`src/sv/amap_pkg.sv`:
```
// Shared types, constants and helpers for the accelerometer moving-average pixel unit.
package amap_pkg;

    localparam int WINDOW_LEN_DEF = 25;
    localparam int SCREEN_W_DEF   = 640;
    localparam int SCREEN_H_DEF   = 480;

    localparam int SMP_W  = 16;
    localparam int Q_W    = 24;
    localparam int GAIN_W = 24;

    localparam logic [GAIN_W-1:0] GAIN_RST = 24'd65536;

    localparam int Q_MAX = 8388607;
    localparam int Q_MIN = -8388608;

    localparam logic [1:0] AXIS_X = 2'd0;
    localparam logic [1:0] AXIS_Y = 2'd1;
    localparam logic [1:0] AXIS_Z = 2'd2;

    typedef enum logic [1:0] {
        CFG_GAIN,
        CFG_TRIM_X,
        CFG_TRIM_Y,
        CFG_TRIM_Z
    } t_cfg_idx;

    typedef enum logic [2:0] {
        S_IDLE,
        S_WIN,
        S_CAL,
        S_PIX,
        S_OUT
    } t_top_state;

    typedef enum logic [2:0] {
        C_IDLE,
        C_MUL,
        C_LOAD,
        C_DIV,
        C_TRIM
    } t_cal_state;

    typedef struct packed {
        logic start;
        logic update;
    } t_win_ctl;

    // Width of a signed running sum over a window of len samples.
    function automatic int sum_width(input int len);
        return SMP_W + 1 + $clog2(len);
    endfunction

endpackage

```
`src/sv/amap_ram.sv`:
```
// Generic single-write, single-read synchronous RAM with registered read data.
module amap_ram #(
    parameter int WIDTH = 8,
    parameter int DEPTH = 2
) (
    input  logic                                      i_clk,
    input  logic                                      i_we,
    input  logic [((DEPTH > 1) ? $clog2(DEPTH) : 1)-1:0] i_waddr,
    input  logic [WIDTH-1:0]                          i_wdata,
    input  logic                                      i_re,
    input  logic [((DEPTH > 1) ? $clog2(DEPTH) : 1)-1:0] i_raddr,
    output logic [WIDTH-1:0]                          o_rdata
);

    logic [WIDTH-1:0] r_mem [DEPTH];
    logic [WIDTH-1:0] r_rdata;

    always_ff @(posedge i_clk) begin
        if (i_we) begin
            r_mem[i_waddr] <= i_wdata;
        end
        if (i_re) begin
            r_rdata <= r_mem[i_raddr];
        end
    end

    assign o_rdata = r_rdata;

endmodule

```
`src/sv/amap_window.sv`:
```
// Sample window memory with per-entry valid bits, write pointer and running axis sums.
module amap_window #(
    parameter int WINDOW_LEN = amap_pkg::WINDOW_LEN_DEF
) (
    input  logic                                            i_clk,
    input  logic                                            i_rst_n,
    input  amap_pkg::t_win_ctl                              i_ctl,
    input  logic signed [amap_pkg::SMP_W-1:0]               i_sample_x,
    input  logic signed [amap_pkg::SMP_W-1:0]               i_sample_y,
    input  logic signed [amap_pkg::SMP_W-1:0]               i_sample_z,
    output logic signed [amap_pkg::sum_width(WINDOW_LEN)-1:0] o_sum [3]
);
    import amap_pkg::*;

    localparam int SUM_W  = sum_width(WINDOW_LEN);
    localparam int SLOT_W = (WINDOW_LEN > 1) ? $clog2(WINDOW_LEN) : 1;
    localparam int ENT_W  = 3 * SMP_W;

    logic [SLOT_W-1:0]           r_slot;
    logic [WINDOW_LEN-1:0]       r_vld;
    logic signed [SMP_W-1:0]     r_smp [3];
    logic signed [SUM_W-1:0]     r_sum [3];
    logic signed [SUM_W-1:0]     n_sum [3];
    logic [ENT_W-1:0]            rd_data;
    logic [ENT_W-1:0]            wr_data;
    logic signed [SMP_W-1:0]     old_smp [3];
    logic [SLOT_W-1:0]           n_slot;

    assign wr_data = {r_smp[2], r_smp[1], r_smp[0]};

    amap_ram #(
        .WIDTH(ENT_W),
        .DEPTH(WINDOW_LEN)
    ) u_ram (
        .i_clk  (i_clk),
        .i_we   (i_ctl.update),
        .i_waddr(r_slot),
        .i_wdata(wr_data),
        .i_re   (i_ctl.start),
        .i_raddr(r_slot),
        .o_rdata(rd_data)
    );

    // An entry never written since reset is read as a zero sample.
    always_comb begin
        for (int a = 0; a < 3; a++) begin
            old_smp[a] = r_vld[r_slot] ? $signed(rd_data[a*SMP_W +: SMP_W]) : '0;
            n_sum[a]   = r_sum[a] - SUM_W'(old_smp[a]) + SUM_W'(r_smp[a]);
        end
        n_slot = (r_slot == SLOT_W'(WINDOW_LEN - 1)) ? '0 : r_slot + 1'b1;
    end

    always_ff @(posedge i_clk) begin
        if (i_ctl.start) begin
            r_smp[0] <= i_sample_x;
            r_smp[1] <= i_sample_y;
            r_smp[2] <= i_sample_z;
        end
    end

    always_ff @(posedge i_clk) begin
        if (!i_rst_n) begin
            r_slot <= '0;
            r_vld  <= '0;
            for (int a = 0; a < 3; a++) begin
                r_sum[a] <= '0;
            end
        end else if (i_ctl.update) begin
            r_slot         <= n_slot;
            r_vld[r_slot]  <= 1'b1;
            for (int a = 0; a < 3; a++) begin
                r_sum[a] <= n_sum[a];
            end
        end
    end

    assign o_sum = r_sum;

endmodule

```
`src/sv/amap_calib.sv`:
```
// Per-axis calibration: shared multiplier, radix-256 long division by the window length, trim and clamp.
module amap_calib #(
    parameter int WINDOW_LEN = amap_pkg::WINDOW_LEN_DEF
) (
    input  logic                                              i_clk,
    input  logic                                              i_rst_n,
    input  logic                                              i_start,
    input  logic [amap_pkg::GAIN_W-1:0]                       i_gain,
    input  logic signed [amap_pkg::Q_W-1:0]                   i_trim [3],
    input  logic signed [amap_pkg::sum_width(WINDOW_LEN)-1:0] i_sum [3],
    output logic signed [amap_pkg::Q_W-1:0]                   o_g [3],
    output logic                                              o_done
);
    import amap_pkg::*;

    localparam int SUM_W   = sum_width(WINDOW_LEN);
    localparam int PROD_W  = SUM_W + GAIN_W + 1;
    localparam int N_W     = PROD_W - 8;
    localparam int W_BITS  = $clog2(WINDOW_LEN + 1);
    localparam int DIV_W   = N_W + W_BITS;
    localparam int DIGITS  = (DIV_W + 7) / 8;
    localparam int DIV_PAD = DIGITS * 8;
    localparam int CNT_W   = $clog2(DIGITS + 1);

    localparam logic [CNT_W-1:0]    CNT_LAST = CNT_W'(DIGITS - 1);
    localparam logic [W_BITS:0]     DIVISOR  = (W_BITS + 1)'(WINDOW_LEN);
    localparam logic [DIV_PAD-1:0]  OFFSET   = DIV_PAD'(WINDOW_LEN) << (N_W - 1);
    localparam logic signed [N_W:0] LIM_HI   = (N_W + 1)'(Q_MAX);
    localparam logic signed [N_W:0] LIM_LO   = (N_W + 1)'(Q_MIN);

    t_cal_state                r_state, n_state;
    logic [1:0]                r_axis;
    logic [CNT_W-1:0]          r_cnt;
    logic signed [PROD_W-1:0]  r_prod;
    logic [DIV_PAD-1:0]        r_num;
    logic [DIV_PAD-1:0]        r_quo;
    logic [W_BITS-1:0]         r_rem;
    logic signed [Q_W-1:0]     r_g [3];

    logic                      mul_en, load_en, div_en, trim_en;
    logic signed [SUM_W-1:0]   sum_sel;
    logic signed [Q_W-1:0]     trim_sel;
    logic signed [N_W-1:0]     n_div;
    logic [DIV_PAD-1:0]        d_num, d_quo;
    logic [W_BITS-1:0]         d_rem;
    logic [W_BITS:0]           d_trial;
    logic signed [N_W-1:0]     quo_s;
    logic signed [N_W:0]       cal_sum;
    logic signed [Q_W-1:0]     cal_sat;

    always_comb begin
        case (r_axis)
            AXIS_X:  begin sum_sel = i_sum[0]; trim_sel = i_trim[0]; end
            AXIS_Y:  begin sum_sel = i_sum[1]; trim_sel = i_trim[1]; end
            default: begin sum_sel = i_sum[2]; trim_sel = i_trim[2]; end
        endcase
    end

    always_comb begin
        n_state = r_state;
        case (r_state)
            C_IDLE:  if (i_start) n_state = C_MUL;
            C_MUL:   n_state = C_LOAD;
            C_LOAD:  n_state = C_DIV;
            C_DIV:   if (r_cnt == CNT_LAST) n_state = C_TRIM;
            C_TRIM:  n_state = (r_axis == AXIS_Z) ? C_IDLE : C_MUL;
            default: n_state = C_IDLE;
        endcase
    end

    always_comb begin
        mul_en  = (r_state == C_MUL);
        load_en = (r_state == C_LOAD);
        div_en  = (r_state == C_DIV);
        trim_en = (r_state == C_TRIM);
        o_done  = (r_state == C_TRIM) && (r_axis == AXIS_Z);
    end

    // The offset makes the dividend non-negative, so floor division becomes plain long division.
    assign n_div = r_prod[PROD_W-1:8];

    always_comb begin
        d_num   = r_num;
        d_quo   = r_quo;
        d_rem   = r_rem;
        d_trial = '0;
        for (int j = 0; j < 8; j++) begin
            d_trial = {d_rem, d_num[DIV_PAD-1]};
            d_num   = {d_num[DIV_PAD-2:0], 1'b0};
            if (d_trial >= DIVISOR) begin
                d_rem = W_BITS'(d_trial - DIVISOR);
                d_quo = {d_quo[DIV_PAD-2:0], 1'b1};
            end else begin
                d_rem = d_trial[W_BITS-1:0];
                d_quo = {d_quo[DIV_PAD-2:0], 1'b0};
            end
        end
    end

    always_comb begin
        quo_s   = $signed({~r_quo[N_W-1], r_quo[N_W-2:0]});
        cal_sum = (N_W + 1)'(quo_s) + (N_W + 1)'(trim_sel);
        if (cal_sum > LIM_HI) begin
            cal_sat = Q_W'(LIM_HI);
        end else if (cal_sum < LIM_LO) begin
            cal_sat = Q_W'(LIM_LO);
        end else begin
            cal_sat = cal_sum[Q_W-1:0];
        end
    end

    always_ff @(posedge i_clk) begin
        if (!i_rst_n) begin
            r_state <= C_IDLE;
            r_axis  <= AXIS_X;
            r_cnt   <= '0;
        end else begin
            r_state <= n_state;
            if (r_state == C_IDLE) begin
                r_axis <= AXIS_X;
            end else if (trim_en) begin
                r_axis <= r_axis + 2'd1;
            end
            if (load_en) begin
                r_cnt <= '0;
            end else if (div_en) begin
                r_cnt <= r_cnt + 1'b1;
            end
        end
    end

    always_ff @(posedge i_clk) begin
        if (mul_en) begin
            r_prod <= sum_sel * $signed({1'b0, i_gain});
        end
        if (load_en) begin
            r_num <= DIV_PAD'(n_div) + OFFSET;
            r_quo <= '0;
            r_rem <= '0;
        end else if (div_en) begin
            r_num <= d_num;
            r_quo <= d_quo;
            r_rem <= d_rem;
        end
        if (trim_en) begin
            case (r_axis)
                AXIS_X:  r_g[0] <= cal_sat;
                AXIS_Y:  r_g[1] <= cal_sat;
                default: r_g[2] <= cal_sat;
            endcase
        end
    end

    assign o_g = r_g;

endmodule

```
`src/sv/amap_pixmap.sv`:
```
// Maps a calibrated acceleration to a screen coordinate around the center, clamped to the screen.
module amap_pixmap #(
    parameter int SPAN = amap_pkg::SCREEN_W_DEF
) (
    input  logic                             i_clk,
    input  logic                             i_load,
    input  logic signed [amap_pkg::Q_W-1:0]  i_g,
    output logic [$clog2(SPAN)-1:0]          o_pix
);
    import amap_pkg::*;

    localparam int HALF = SPAN / 2;
    localparam int HB   = $clog2(HALF + 1);
    localparam int PW   = Q_W + HB + 1;
    localparam int SW   = PW - 16;
    localparam int OW   = $clog2(SPAN);

    localparam logic signed [HB:0] HALF_S = (HB + 1)'(HALF);
    localparam logic signed [SW:0] HALF_P = (SW + 1)'(HALF);
    localparam logic signed [SW:0] P_MAX  = (SW + 1)'(SPAN - 1);

    logic signed [PW-1:0] r_prod;
    logic signed [SW-1:0] shifted;
    logic signed [SW:0]   pos;

    always_ff @(posedge i_clk) begin
        if (i_load) begin
            r_prod <= i_g * HALF_S;
        end
    end

    always_comb begin
        shifted = r_prod[PW-1:16];
        pos     = (SW + 1)'(shifted) + HALF_P;
        if (pos < 0) begin
            o_pix = '0;
        end else if (pos > P_MAX) begin
            o_pix = OW'(SPAN - 1);
        end else begin
            o_pix = pos[OW-1:0];
        end
    end

endmodule

```
`src/sv/accel_moving_average_to_pixel_unit.sv`:
```
// Top level of the accelerometer moving-average filter with crosshair and display outputs.
//
//   Channel   Direction  Handshake           Payload
//   sample    in         i_valid / o_stall   i_sample_x/y/z, i_display_axis
//   result    out        o_valid / i_stall   o_pixel_x, o_pixel_y, o_display_value
//   config    in         i_cfg_we            i_cfg_idx, i_cfg_data
//
// One item is in work at a time. The calibration multiplier and the radix-256 long
// divider by the window length are shared by the three axes, which take turns.
// Reset is synchronous and clears the window valid bits, so no clearing pass is needed.
// A result that waits on i_stall holds in the output register while the next item is taken.
module accel_moving_average_to_pixel_unit #(
    parameter int WINDOW_LEN = amap_pkg::WINDOW_LEN_DEF,
    parameter int SCREEN_W   = amap_pkg::SCREEN_W_DEF,
    parameter int SCREEN_H   = amap_pkg::SCREEN_H_DEF
) (
    input  logic                               i_clk,
    input  logic                               i_rst_n,
    input  logic                               i_valid,
    output logic                               o_stall,
    input  logic signed [amap_pkg::SMP_W-1:0]  i_sample_x,
    input  logic signed [amap_pkg::SMP_W-1:0]  i_sample_y,
    input  logic signed [amap_pkg::SMP_W-1:0]  i_sample_z,
    input  logic [1:0]                         i_display_axis,
    output logic                               o_valid,
    input  logic                               i_stall,
    output logic [$clog2(SCREEN_W)-1:0]        o_pixel_x,
    output logic [$clog2(SCREEN_H)-1:0]        o_pixel_y,
    output logic signed [amap_pkg::Q_W-1:0]    o_display_value,
    input  logic                               i_cfg_we,
    input  amap_pkg::t_cfg_idx                 i_cfg_idx,
    input  logic [amap_pkg::Q_W-1:0]           i_cfg_data
);
    import amap_pkg::*;

    localparam int SUM_W = sum_width(WINDOW_LEN);
    localparam int PXW   = $clog2(SCREEN_W);
    localparam int PYW   = $clog2(SCREEN_H);

    t_top_state              r_state, n_state;
    t_win_ctl                win_ctl;
    logic                    accept, cal_start, cal_done, pix_load, out_load;
    logic [GAIN_W-1:0]       r_gain;
    logic signed [Q_W-1:0]   r_trim [3];
    logic [1:0]              r_sel;
    logic signed [SUM_W-1:0] sums [3];
    logic signed [Q_W-1:0]   g [3];
    logic signed [Q_W-1:0]   shown;
    logic [PXW-1:0]          pix_x, r_pixel_x;
    logic [PYW-1:0]          pix_y, r_pixel_y;
    logic signed [Q_W-1:0]   r_display;
    logic                    r_ovalid;

    always_ff @(posedge i_clk) begin
        if (!i_rst_n) begin
            r_gain <= GAIN_RST;
            for (int a = 0; a < 3; a++) begin
                r_trim[a] <= '0;
            end
        end else if (i_cfg_we) begin
            case (i_cfg_idx)
                CFG_GAIN:   r_gain    <= i_cfg_data;
                CFG_TRIM_X: r_trim[0] <= $signed(i_cfg_data);
                CFG_TRIM_Y: r_trim[1] <= $signed(i_cfg_data);
                CFG_TRIM_Z: r_trim[2] <= $signed(i_cfg_data);
                default:    r_gain    <= r_gain;
            endcase
        end
    end

    always_comb begin
        n_state = r_state;
        case (r_state)
            S_IDLE:  if (i_valid) n_state = S_WIN;
            S_WIN:   n_state = S_CAL;
            S_CAL:   if (cal_done) n_state = S_PIX;
            S_PIX:   n_state = S_OUT;
            S_OUT:   if (!r_ovalid || !i_stall) n_state = S_IDLE;
            default: n_state = S_IDLE;
        endcase
    end

    always_comb begin
        o_stall        = (r_state != S_IDLE);
        accept         = (r_state == S_IDLE) && i_valid;
        win_ctl.start  = accept;
        win_ctl.update = (r_state == S_WIN);
        cal_start      = (r_state == S_WIN);
        pix_load       = (r_state == S_PIX);
        out_load       = (r_state == S_OUT) && (!r_ovalid || !i_stall);
    end

    always_ff @(posedge i_clk) begin
        if (!i_rst_n) begin
            r_state  <= S_IDLE;
            r_ovalid <= 1'b0;
        end else begin
            r_state <= n_state;
            if (out_load) begin
                r_ovalid <= 1'b1;
            end else if (!i_stall) begin
                r_ovalid <= 1'b0;
            end
        end
    end

    always_ff @(posedge i_clk) begin
        if (accept) begin
            r_sel <= i_display_axis;
        end
        if (out_load) begin
            r_pixel_x <= pix_x;
            r_pixel_y <= pix_y;
            r_display <= shown;
        end
    end

    always_comb begin
        case (r_sel)
            AXIS_X:  shown = g[0];
            AXIS_Y:  shown = g[1];
            default: shown = g[2];
        endcase
    end

    amap_window #(
        .WINDOW_LEN(WINDOW_LEN)
    ) u_window (
        .i_clk     (i_clk),
        .i_rst_n   (i_rst_n),
        .i_ctl     (win_ctl),
        .i_sample_x(i_sample_x),
        .i_sample_y(i_sample_y),
        .i_sample_z(i_sample_z),
        .o_sum     (sums)
    );

    amap_calib #(
        .WINDOW_LEN(WINDOW_LEN)
    ) u_calib (
        .i_clk  (i_clk),
        .i_rst_n(i_rst_n),
        .i_start(cal_start),
        .i_gain (r_gain),
        .i_trim (r_trim),
        .i_sum  (sums),
        .o_g    (g),
        .o_done (cal_done)
    );

    amap_pixmap #(
        .SPAN(SCREEN_W)
    ) u_pix_x (
        .i_clk (i_clk),
        .i_load(pix_load),
        .i_g   (g[0]),
        .o_pix (pix_x)
    );

    amap_pixmap #(
        .SPAN(SCREEN_H)
    ) u_pix_y (
        .i_clk (i_clk),
        .i_load(pix_load),
        .i_g   (g[1]),
        .o_pix (pix_y)
    );

    assign o_valid         = r_ovalid;
    assign o_pixel_x       = r_pixel_x;
    assign o_pixel_y       = r_pixel_y;
    assign o_display_value = r_display;

endmodule

```
`config.mk`:
```
export PLATFORM = sky130hd
export DESIGN_NAME = accel_moving_average_to_pixel_unit
export DESIGN_NICKNAME = d
export VERILOG_FILES = /design/src/sv/amap_pkg.sv /design/src/sv/amap_ram.sv /design/src/sv/amap_window.sv /design/src/sv/amap_calib.sv /design/src/sv/amap_pixmap.sv /design/src/sv/accel_moving_average_to_pixel_unit.sv
export SDC_FILE = /design/constraint.sdc
export NUM_CORES = 2
export LEC_CHECK = 0
export ABC_AREA = 1
export BUFFER_PORTS_ARGS = -buffer_cell sky130_fd_sc_hd__buf_2
export CAP_MARGIN = 20
export CORE_ASPECT_RATIO = 0.7
export CORE_UTILIZATION = 64
export DETAILED_ROUTE_END_ITERATION = 16
export GPL_ROUTABILITY_DRIVEN = 0
export PLACE_DENSITY_LB_ADDON = 0.1
export SETUP_SLACK_MARGIN = 0.3
export SYNTH_ARGS = -nofsm -noshare
export SYNTH_HDL_FRONTEND = slang
export SYNTH_SLANG_ARGS = --single-unit
```
`constraint.sdc`:
```
create_clock -name i_clk -period 11.1 [get_ports i_clk]
set_clock_uncertainty 0.15 [all_clocks]
set_input_delay 1.11 -clock i_clk [delete_from_list [all_inputs] [get_ports i_clk]]
set_output_delay 1.11 -clock i_clk [all_outputs]
set_load 0.05 [all_outputs]
```
==> metrics <==
CP Class flip-flop to flip-flop; Die Y-Extent 324 µm; root buffer cell clkbuf_16; Slew HR 0.202; most common cell in the netlist edfxtp_1; Max VDD drop roughly 1.6 mV; HP Class flip-flop to flip-flop; Achievable Freq ~110 MHz; area delta synth->final 8.89%; layout cells sized above 1 0.0711; post-CTS setup buffers 0; top cell type by total area after synthesis edfxtp_1; CP max stage cell inv_1; max-slew violations 0; crit path capture type flip-flop; drt wl/cell between 20 and 25 µm; WP buf/inv 9; Post-Synth Simple-Gate Area 0.100; status finished clean; Yosys warnings 0; Final Core Density 0.707; max layer used met5; Compound-Gate Fraction of Synth Area 0.107; Post-Syn Area 95100 µm²; Async SR Flop Fraction 0; Post-Synthesis Cells approximately 9000; Hold Violations, Final 0; die area ~150000 µm²; crit-path max cell delay ~0.61 ns; Yosys top cell area share 0.485; Worst EP required ~12 ns; Final Non-Filler Cells 10911; Core Rows approximately 120; DR vias 66883; GR Util All Layers 0.345; Core Area between 100000 and 150000 µm²; Leakage 41.4 nW; commonest register cell after synthesis edfxtp_1; FF+latch count, synth ~1800; Crit path max-delay family adder cells; CP max FO 25; Top cell by count, worst path inv_1; PortBufs 125; drt total wl about 260000 µm; die width 463 µm; post-synthesis sequential area ratio 0.537; number of buffers created by CTS around 170; CTS tree built; htree depth 4; first-pass GRT wire length slightly below 400000 µm; filler instances between 10000 and 15000; area share of xor/xnor cells in the synthesized design 0.0196; placed wire-length estimate between 150000 and 200000 µm; largest net degree at the start of global routing ~180; multiplexer area fraction after synthesis 0.000105; final worst-path cycle share 0.855; Starting DRT DRC Count roughly 9500; Final #Nets ~9800; worst skew pair latency around 0.83 ns; fin crit period 9.50 ns; Ports between 100 and 150; most instantiated cells after synthesis edfxtp_1, inv_1, nand2_1; synth unique cells 55; CP Launch Type flip-flop; pwr dens 278 nW/µm²; initial antenna violation count 6; max_cap viols 0; EDFF count, synth 1535; Placed Cells ~11000; syn avg cell area 10.8 µm²; Final TNS setup 0 ns; Crit path arrival time 9.90 ns; main area contributors after synthesis edfxtp_1, fa_1, ha_1, dfxtp_1, inv_1; drt via density 6.13; unrepaired setup endpoints after global routing no; clk slew on worst S/H paths 0.07 ns; number of global-route vias before repair around 65000; clock sink count ~1800; routed wl met3 ~34000 µm; Worst Max-Slew Pin Slew ~1.2 ns; Hold-fix buffers, CTS 0; GRT overflow 0; cts repair resizes 0; clk buf depth 3; met2 wire len roughly 110000 µm; initial core utilization 0.649; largest family of logic cells by synthesized area adder cells; final setup violation count 0; post-synthesis adder-cell area fraction 0.169; DRC errors left 0; First-pass DRT Iterations 9; Syn Nets 9837; remaining antenna violation count 0; WL met1 107000 µm
==> state kept, by name, indices dropped and copies added (netlist names), 25 cells and up <==
signal and flops:
u_calib.r_quo 39, u_window.o_sum 66, r_trim 72, u_window.u_ram.o_rdata 48, u_window.u_ram.r_mem 1200, u_window.r_smp 48, u_calib.o_g 72, u_calib.r_num 48
u_window.r_vld 25, u_calib.r_prod 39
==> path summary, 6_finish.rpt <==
check | slack [ns] | to | depth (start not counted) | start
min | 0.30 | r_trim[38] | 2 | r_trim[38]
max reg2reg | 1.60 | u_calib.r_prod[42] | 36 | u_calib.r_axis[0]
max | 1.60 | u_calib.r_prod[42] | 36 | u_calib.r_axis[0]
min reg2reg | 0.30 | r_trim[38] | 2 | r_trim[38]
==> kinds of logic (layout without fill, tap and decap cells) <==
logic type      after synthesis  in the layout
xor+xnor                    209            209
other cells                   0              2
flops                      1783           1783
simple gates               2358           2358
buf+inv                    1697           1845
fa+ha+maj                   958            958
compound gates             1792           1792
mux                           1              1
==> power by group <==
part | internal, mW | leakage, nW | switching, mW
combinational | 4.83 | 22.7 | 9.75
clock | 3.30 | 2.71 | 2.57
sequential | 7.96 | 15.9 | 0.348
total | 16.1 | 41.4 | 12.7
==> layout make-up <==
| class | instances | area [µm²] | share of cell area |
|---|---|---|---|
| repair buffers | 258 | 1670 | 0.0161 |
| well taps | 1963 | 2460 | 0.0237 |
| multi-input cells | 5318 | 37900 | 0.366 |
| flip-flops and latches | 1783 | 51100 | 0.493 |
| clock buffers | 203 | 4420 | 0.0427 |
| diodes | 2 | 5.00 | 0.0000483 |
| clock inverters | 106 | 1160 | 0.0112 |
| inverters | 1278 | 4810 | 0.0465 |
==> per-stage QoR <==
stage / area (µm²) / hold WS, ns / setup WS (ns) / power (mW)
global route: 104000 / 0.288 / 1.00 / 30.9
finish: 104000 / 0.303 / 1.60 / 28.7
global placement: 97900 / 0.288 / 2.13 / 22.3
CTS: 103000 / 0.254 / 1.78 / 28.6
floorplan: 95100 / 0.274 / 3.19 / 19.6
detailed placement: 97900 / 0.296 / 1.80 / 22.7
==> cell usage in the layout (no fill, tap or decap), types with 11 or more instances in the layout <==
cell type     n
nor2_4       34
xor2_1      151
a21oi_1     364
o21bai_1     18
nor2_1      966
edfxtp_1   1535
ha_1        415
buf_4       130
fa_1        543
nand4_1      59
a22o_1       45
a221oi_1     51
dfxtp_1     246
clkbuf_1     27
o221ai_1     29
a22oi_1      31
o21ai_0     847
clkbuf_16   168
nand2_2      17
a31oi_1      16
nand2_4      19
clkinv_2     33
buf_2       125
bufinv_16    19
xnor2_1      56
nor3_1       11
nand2_1    1076
o22ai_1     326
nand3_1     136
o211ai_1     12
inv_1      1259
clkinv_1     35
==> per-layer routing <==
metal | up-vias | global-route usage
met5 | - | 0
met4 | 6 | 0.117
met3 | 503 | 0.0818
met2 | 4058 | 0.492
met1 | 32661 | 0.523
li1 | 29655 | -
==> worst register-to-register path: cells and delay by family (launching register included) <==
kind                       cells  cell delay, ns
adders and majority gates      9            3.29
DFF                            1            0.32
buffers and inverters          9            1.82
AOI/OAI and AO/OA             13            2.90
xor gates and xnor gates       1            0.14
and+or+nand+nor                4            0.61
No activity file was read; power rests on OpenSTA's default activity.
